<file path="src/hw/rtl/nrs_pkg.sv">
package nrs_pkg;

    localparam int MAX_ENTRIES   = 64;
    localparam int KEY_BYTES     = 20;
    localparam int WORDS_PER_KEY = (KEY_BYTES + 7) / 8;
    localparam int WORD_W        = (WORDS_PER_KEY > 1) ? $clog2(WORDS_PER_KEY) : 1;
    localparam int IDX_W         = 6;
    localparam int LEN_W         = 7;
    localparam int DIST_W        = 31;
    localparam int TXT_W         = $clog2(KEY_BYTES + 1);
    localparam logic [DIST_W-1:0] DIST_MAX = {DIST_W{1'b1}};

    localparam logic [1:0] OP_WRITE_TABLE = 2'd0;
    localparam logic [1:0] OP_WRITE_KEY   = 2'd1;
    localparam logic [1:0] OP_SEARCH      = 2'd2;

    localparam logic [1:0] FIELD_NUMBER  = 2'd0;
    localparam logic [1:0] FIELD_BRAND   = 2'd1;
    localparam logic [1:0] FIELD_MILEAGE = 2'd2;

    typedef struct packed {
        logic             en;
        logic [1:0]       sel;
        logic [IDX_W-1:0] entry;
        logic [1:0]       word;
        logic [63:0]      data;
    } wr_t;

    typedef struct packed {
        logic             compute;
        logic             shift;
        logic [1:0]       sel;
        logic [LEN_W-1:0] len;
    } cell_ctrl_t;

    typedef enum logic [3:0] {
        ST_IDLE    = 4'b0001,
        ST_COMPUTE = 4'b0010,
        ST_MIN     = 4'b0100,
        ST_EMIT    = 4'b1000
    } state_t;

endpackage

</file>
<file path="src/hw/rtl/nrs_cell.sv">
module nrs_cell
    import nrs_pkg::*;
(
    input  logic                              clk,
    input  logic                              rst_n,
    input  logic [IDX_W-1:0]                  my_index,
    input  wr_t                               wr,
    input  cell_ctrl_t                        ctrl,
    input  logic [WORDS_PER_KEY-1:0][63:0]    key_words,
    input  logic [63:0]                       mileage_key,
    input  logic [DIST_W-1:0]                 dist_in,
    input  logic                              vld_in,
    output logic [DIST_W-1:0]                 dist_out,
    output logic                              vld_out
);

    logic [WORDS_PER_KEY-1:0][63:0] number_reg;
    logic [WORDS_PER_KEY-1:0][63:0] brand_reg;
    logic [DIST_W-1:0]              mileage_reg;
    logic [DIST_W-1:0]              dist_reg;
    logic                           vld_reg;

    logic [WORDS_PER_KEY-1:0][63:0] rec;
    logic [KEY_BYTES-1:0]           diff_bytes;
    logic [TXT_W-1:0]               txt_dist;
    logic [63:0]                    abs_diff;
    logic [DIST_W-1:0]              mil_dist;
    logic [DIST_W-1:0]              dist_next;
    logic                           hit;

    assign hit = wr.en && (wr.entry == my_index);
    assign rec = (ctrl.sel == FIELD_NUMBER) ? number_reg : brand_reg;

    genvar k;
    generate
        for (k = 0; k < KEY_BYTES; k++) begin : g_byte
            assign diff_bytes[k] = rec[k / 8][8 * (k % 8) +: 8]
                                   != key_words[k / 8][8 * (k % 8) +: 8];
        end
    endgenerate

    assign txt_dist = TXT_W'($countones(diff_bytes));

    always_comb
    begin
        if (mileage_key >= {{(64 - DIST_W){1'b0}}, mileage_reg})
            abs_diff = mileage_key - {{(64 - DIST_W){1'b0}}, mileage_reg};
        else
            abs_diff = {{(64 - DIST_W){1'b0}}, mileage_reg} - mileage_key;
        mil_dist = (abs_diff > {{(64 - DIST_W){1'b0}}, DIST_MAX}) ? DIST_MAX
                                                                 : abs_diff[DIST_W-1:0];
        if (ctrl.sel == FIELD_MILEAGE)
            dist_next = mil_dist;
        else
            dist_next = {{(DIST_W - TXT_W){1'b0}}, txt_dist};
    end

    always_ff @(posedge clk)
    begin
        if (hit)
        begin
            if (wr.sel == FIELD_MILEAGE)
                mileage_reg <= wr.data[DIST_W-1:0];
            else if (wr.sel == FIELD_NUMBER && wr.word < 2'(WORDS_PER_KEY))
                number_reg[wr.word[WORD_W-1:0]] <= wr.data;
            else if (wr.sel == FIELD_BRAND && wr.word < 2'(WORDS_PER_KEY))
                brand_reg[wr.word[WORD_W-1:0]] <= wr.data;
        end
        if (ctrl.compute)
            dist_reg <= dist_next;
        else if (ctrl.shift)
            dist_reg <= dist_in;
    end

    always_ff @(posedge clk or negedge rst_n)
    begin
        if (!rst_n)
            vld_reg <= 1'b0;
        else if (ctrl.compute)
            vld_reg <= {1'b0, my_index} < ctrl.len;
        else if (ctrl.shift)
            vld_reg <= vld_in;
    end

    assign dist_out = dist_reg;
    assign vld_out  = vld_reg;

endmodule

</file>
<file path="config.mk">
export PLATFORM = sky130hd
export DESIGN_NAME = nrs_cell
export DESIGN_NICKNAME = d
export VERILOG_FILES = /design/src/hw/rtl/nrs_pkg.sv /design/src/hw/rtl/nrs_cell.sv
export SDC_FILE = /design/constraint.sdc
export NUM_CORES = 1
export LEC_CHECK = 0
export BUFFER_PORTS_ARGS = -buffer_cell sky130_fd_sc_hd__clkbuf_2
export CAP_MARGIN = 20
export CORE_MARGIN = 1.5
export CORE_UTILIZATION = 38
export CTS_CLUSTER_DIAMETER = 30
export CTS_CLUSTER_SIZE = 20
export DETAILED_ROUTE_END_ITERATION = 16
export MAX_ROUTING_LAYER = met4
export PLACE_DENSITY = 0.66
export SLEW_MARGIN = 20
export SYNTH_ARGS = -nofsm -noshare
export SYNTH_HDL_FRONTEND = slang
export SYNTH_SLANG_ARGS = --single-unit
</file>
<file path="constraint.sdc">
create_clock -name clk -period 10.15 [get_ports clk]
set_clock_uncertainty 0.2 [all_clocks]
set_input_delay 0.5075 -clock clk [delete_from_list [all_inputs] [get_ports clk]]
set_output_delay 0.5075 -clock clk [all_outputs]
set_load 0.01 [all_outputs]
</file>
* Yosys cells after proc, flatten, opt, wreduce, memory -nomap -nowiden *
Cells that the tools add are included.

storage, ports and cells
  bits of input ports = 382
  bits in registers = 447
  output and inout port bits = 32
  word-level logic and storage cells = 84

cells by class
  equal/unequal tests = 24
  multiplexer cells = 12
  reduce and logical (&&, ||, !) cells = 10
  add/sub/neg operators = 21
  magnitude comparators = 6
  bitwise logic cells = 2

operators with widths
  cell                  count
  $bwmux 192            2
  $mux 160              1
  $ne 8x8->1            20
  $demux 64 s2          1
  $mux 64               2
  $mux 31               4
  $ge 64x31->1          1
  $gt 64x31->1 const B  1
  $sub 31x64->64        1
  $sub 64x31->64        1
  $add 1x1->2           10
  $add 2x2->3           5
  $add 3x3->4           2
  $lt 6x7->1            1
  $eq 6x6->1            1
  $add 4x4->5           1
  $add 5x3->5           1
  $eq 2x2->1 const B    2
  $logic_and 1x1->1     4
  $logic_not 2->1       2
  $reduce_and 4->1      1
  $lt 2x3->1 const B    1
  $reduce_and 3->1      1
  $eq 2x1->1 const B    1
  6 further kinds       8

* Logic depth before layout (Yosys ltp) *
  depth after elaboration = 10
  mapped depth = 23
  gate-level depth less buffers = 21

* Least setup slack after synthesis *
No wires, ideal clock.

  path type = input to register
  start = in wr[67] (netlist name)
  end = reg number_reg[0] (netlist name), enable pin
  arrival = 5.925 ns
  setup time = 0.565 ns
  path slack = 3.459 ns
  buffers on the path = 0
  required time = 9.385 ns
  stages on the path = 5
  cells stage by stage = xor2_1 or4_1 a211oi_1 nand2b_1 nor3_1

on the way
  cells in the longest elaborated chain, start to end = 3

RTL lines
  item                             line            text
  from (decl)                      nrs_cell.sv:7   input wr_t wr,
  $eq 6x6->1                       nrs_cell.sv:31  assign hit = wr.en && (wr.entry == my_index);
  $logic_and 1x1->1                nrs_cell.sv:31
  $reduce_and 3->1 (no line)       --
  to (signal, indexed assignment)  nrs_cell.sv:65  number_reg[wr.word[WORD_W-1:0]] <= wr.data;
  to (decl)                        nrs_cell.sv:17  logic [WORDS_PER_KEY-1:0][63:0] number_reg;

No other way between the ends.
A chain may end at the register's enable or synchronous reset.

* Worst setup path after layout *
  start = in ctrl[8] (netlist name)
  end = reg dist_reg[4] (netlist: dist_out[4]) (data pin)

on the way
  cells in the longest elaborated chain, start to end = 10
  elaborated cells between the ends (all ways) = 44
  those cells by class = 19 x add/sub; 21 x eq/ne; 3 x mux; 1 x reduce/logical

RTL lines
  item                               line            text
  from (decl)                        nrs_cell.sv:8   input cell_ctrl_t ctrl,
  $logic_not 2->1                    nrs_cell.sv:32  assign rec = (ctrl.sel == FIELD_NUMBER) ? number_reg : brand_reg;
  $mux 160                           nrs_cell.sv:32
  $ne 8x8->1                         nrs_cell.sv:38  != key_words[k / 8][8 * (k % 8) +: 8];
  $add 1x1->2 (implied by the code)  nrs_cell.sv:42  assign txt_dist = TXT_W'($countones(diff_bytes));
  $add 2x2->3 (implied by the code)  nrs_cell.sv:42
  $add 3x3->4 (implied by the code)  nrs_cell.sv:42
  $add 4x4->5 (implied by the code)  nrs_cell.sv:42
  $add 5x3->5 (implied by the code)  nrs_cell.sv:42
  $mux 31 (*)                        nrs_cell.sv:52  if (ctrl.sel == FIELD_MILEAGE)
  $mux 31 (*)                        nrs_cell.sv:69  if (ctrl.compute)
  to (signal assigned)               nrs_cell.sv:70  dist_reg <= dist_next;
  to (signal assigned)               nrs_cell.sv:72  dist_reg <= dist_in;
  to (decl)                          nrs_cell.sv:20  logic [DIST_W-1:0] dist_reg;

Every way passes the cells marked *; elsewhere a longest branch is shown, timed or not.

==> flow_results.org <==
** Logic synthesis
- Post-synth EDFFs :: 382
- Counting every net in the synthesized netlist gives about 2.2k.
- In the synthesized netlist the async set-or-reset flop fraction comes to 0.261%.
- Syn Std Cell Area :: 0.0208 mm^2
- After synthesis, flip-flops and latches occupy 55.2% of the total area.
- The most used flip-flop cell after synthesis is sky130_fd_sc_hd__edfxtp_1.
- Dividing the synthesized area by the synthesized cell count gives 12.2 um^2.
- Synthesis instantiated approximately 70 different standard cells from the library.
- After technology mapping, the gate count stands at 1713.
- Yosys printed 0 warnings.
- The synthesized design contains 383 register bits.

** Placed design
- The HPWL after detailed placement is 47.3 mm.
- Buffers placed on the I/O ports in this run total between 300 and 400.
- After detailed placement, the design holds a cell count of 2738.
- Post-detailed-placement cell area :: 0.0235 mm^2
- At the end of routability-driven placement, the weighted congestion stood at around 0.96.

** Setup path
- Worst Setup SP :: ctrl[8]
- In this run the worst path has a maximum fanout of 22.
- Arrival time reported for the critical path endpoint :: 7.01 ns
- CP Capture Type :: flip-flop
- STA classifies the critical path startpoint as a primary input.
- The critical path is of the in -> reg type.
- Data required time at the worst endpoint :: 10.29 ns
- The startpoint identified for the worst register-to-register timing path is number_reg[0].

** Die
- Die boundary height :: 237 um
- The initial utilization of the core area, before any placement, comes to about two fifths.
- The core region is 0.0540 mm^2.
- The floorplan has 85 rows.
- Die Width :: ~240 um
- I/O pin cnt :: 414
- Total die area :: roughly 0.056 mm^2

** Drt
- In the final routed layout, each cell accounts on average for 21.3 um.
- The first detailed-routing pass took 7 iterations.
- In this run the remaining antenna-violating nets after routing total 0.
- Post-DR vias/cell :: 5.33
- Aggregate routed wire length :: 62.8 mm
- In this run, the number of DRC markers left after iteration 0 of detailed routing was 1082.
- DRC viols :: 0
- Across all layers, the routed design uses 15.7k vias.

** Timing
- Fraction of the cycle the final worst path needs :: 67.7%
- Upper clock frequency limit :: approximately 0.15 GHz
- RSZ-0062 raised after global routing :: false
- Worst slew margin relative to its limit :: 29.3%
- Endpoints failing hold :: 0
- Setup violations remaining at the end of the flow were counted as 0.
- The routed design could run at a clock period as short as 6.87 ns.
- Least-Margin Pin Slew :: 1.05 ns
- The number of slew-limit violations in the final report is 0.
- Setup TNS :: 0 ns

** Worst hold path
- Tightest Hold Check Type :: in -> reg
- The worst hold path begins at wr[12].

** Clocking
- Clock sink count :: roughly 380
- TritonCTS built the clock tree.
- The later pin in the worst-skew pair is clocked with a latency of 0.63 ns.
- After clock tree synthesis, the setup repair step added 0 buffers.
- H-tree lvl count :: 3
- The clock passes through at most 3 buffers.
- Clock buffers created by TritonCTS :: 84
- After clock tree synthesis, the clock-pin slew on the worst setup and hold paths is about 0.050 ns.
- Number of buffers added to fix hold violations after cts :: 48
- The cell sitting at the root of the clock tree is a sky130_fd_sc_hd__clkbuf_16.
- Post-CTS repair changed the size of 0 cells.

** GRT
- Entering global routing, the biggest net connects 66 pins.
- Global-route wire length before repair :: 93.6 mm
- Global routing used around 23% of the available tracks across all layers.
- Overflow left after global routing :: 0
- The initial antenna violation count came to 9.
- The number of global-route vias before repair was 16.1k.

** Pwr
- Net switching is 23.7% of the power.
- Clock share of power :: 56.2%
- IR analysis of the VDD net gives a maximum drop of 0.167 mV.
- Power spread over the standard cell area amounts to 184 mW/mm^2.
- After layout, the design draws a total of 4.99 mW.
- Combinational cell fraction of total power :: about 8.3%
- Sequential cells burn 35.4% of the power.
- Internal Pwr Total :: 3.81 mW
- Summed over all cells, the static leakage comes to roughly 10 nW.
- The analysis attributes to net switching a power of 1.18 mW.

** Layout
- After routing the design area is 0.0271 mm^2.
- Number of nets at the end of the flow :: 2650
- Once layout is complete, the utilization of the core stands at 50.1%.
- Post-route non-filler standard cell count :: ~3.0k
- Most common cell after layout, fill and taps aside :: sky130_fd_sc_hd__edfxtp_1
- Of the cells placed in the final design, the portion with a size suffix greater than 1 is 24.8%.
- Most used cells in the layout excluding fill and tap cells :: 382 x sky130_fd_sc_hd__edfxtp_1, 381 x sky130_fd_sc_hd__clkbuf_2, 174 x sky130_fd_sc_hd__mux2i_1
- Counting the fill cells in the layout gives 4682.
- Layout-stage area growth over the synthesis result :: 29.8%

** Outcome
- Status :: complete, no violations

** Run
- The tool flagged a number of max-cap violations equal to 0.
[stage by stage]
| step | worst slack (ns) | hold slack, ns |
|---|---|---|
| 4_1_cts | 3.39 | 0.000606 |
| 6_report | 3.28 | 0.0221 |
| 5_1_grt | 3.07 | 0.0165 |
| 3_5_place_dp | 2.76 | 0.0883 |
| 3_3_place_gp | 2.76 | 0.0842 |
| 2_1_floorplan | 3.46 | 0.0119 |
[worst max-delay path, cell delays in order]
cell and delay, ns:
sky130_fd_sc_hd__clkbuf_2 0.11, sky130_fd_sc_hd__nor2_4 0.63, sky130_fd_sc_hd__buf_4 0.51, sky130_fd_sc_hd__mux2i_1 0.28
sky130_fd_sc_hd__xnor2_1 0.09, sky130_fd_sc_hd__nor4_1 0.51, sky130_fd_sc_hd__nand2_1 0.21, sky130_fd_sc_hd__fa_1 0.57
sky130_fd_sc_hd__inv_1 0.06, sky130_fd_sc_hd__fa_1 0.50, sky130_fd_sc_hd__fa_1 0.53, sky130_fd_sc_hd__fa_1 0.54
sky130_fd_sc_hd__inv_1 0.05, sky130_fd_sc_hd__fa_1 0.49, sky130_fd_sc_hd__ha_1 0.23, sky130_fd_sc_hd__inv_1 0.07
sky130_fd_sc_hd__fa_1 0.20, sky130_fd_sc_hd__nor2b_1 0.05, sky130_fd_sc_hd__o21ai_0 0.49, sky130_fd_sc_hd__a21oi_1 0.14
sky130_fd_sc_hd__a21oi_1 0.15, sky130_fd_sc_hd__a31oi_1 0.06
[power by group through the flow]
stage | logic, mW | registers, mW | clock network (mW)
global route | 0.453 | 1.77 | 2.93
finish | 0.416 | 1.77 | 2.81
CTS | 0.416 | 1.77 | 2.84
floorplan | 0.201 | 1.80 | 0
detailed placement | 0.398 | 1.80 | 0
global placement | 0.393 | 1.79 | 0
[Yosys cell counts, drive strengths merged (4+ instances only)]
cell type / number / area (um^2)
buf: 18 / 105
xnor2: 134 / 1170
o211ai: 9 / 67.6
or4: 10 / 82.6
nand4: 39 / 244
nor4: 43 / 269
or3: 12 / 75.1
o22ai: 6 / 37.5
mux2i: 174 / 1740
inv: 96 / 360
a211oi: 9 / 67.6
nand2: 80 / 300
o21a: 5 / 37.5
o31a: 5 / 43.8
nor2: 81 / 307
xor2: 71 / 622
clkbuf: 50 / 188
a21oi: 109 / 546
o31ai: 13 / 97.6
and3: 8 / 50.1
nor3: 24 / 120
a21o: 12 / 90.1
nand3: 20 / 100
nor3b: 4 / 30.0
a31oi: 35 / 219
fa: 16 / 320
ha: 74 / 926
nand2b: 12 / 75.1
or2: 5 / 31.3
a211o: 4 / 35.0
nor2b: 8 / 50.1
edfxtp: 382 / 11500
o21ai: 94 / 470
[logic make-up (layout without fill, tap and decap cells)]
family / after synthesis / count (layout) / share of synthesized area [%]
mux: 174 / 174 / 8.36
other cells: 0 / 10 / 0
compound gates: 336 / 336 / 9.79
buf+inv: 164 / 701 / 3.13
xor+xnor: 205 / 205 / 8.62
fa+ha+maj: 90 / 90 / 5.98
flops: 383 / 383 / 55.2
simple gates: 361 / 361 / 8.94
[path summary, 6_finish.rpt]
path                                 endpoint  slack, ns  cells after the start
worst min register to register    dist_out[0]       0.69                      2
worst max-delay path              dist_out[4]       3.28                     22
max in group asynchronous             vld_out       9.12                      3
worst max register to register    dist_out[4]       4.16                     19
worst min-delay path            brand_reg[12]       0.02                      1
min in group asynchronous             vld_out       0.53                      3
[area by class of cell]
class / count / area (um^2) / share of cell area (%)
multi-input combinational: 1166 / 8740 / 32.3
sequential: 383 / 11500 / 42.5
timing repair buffer: 447 / 2570 / 9.49
clock buffer: 90 / 2120 / 7.85
tap: 696 / 871 / 3.22
antenna: 10 / 25.0 / 0.0925
clock inverter: 68 / 870 / 3.21
inverter: 96 / 360 / 1.33
[routing by layer]
layer  up-vias  track usage (%)  share of wire [%]
met5         -                -                  0
met4         0             6.85                2.7
met3       130             6.19                7.9
met2       617             37.1                 48
met1      7597             27.6                 41
li1       7400                -                  -
No activity file was read; power rests on OpenSTA's default activity.
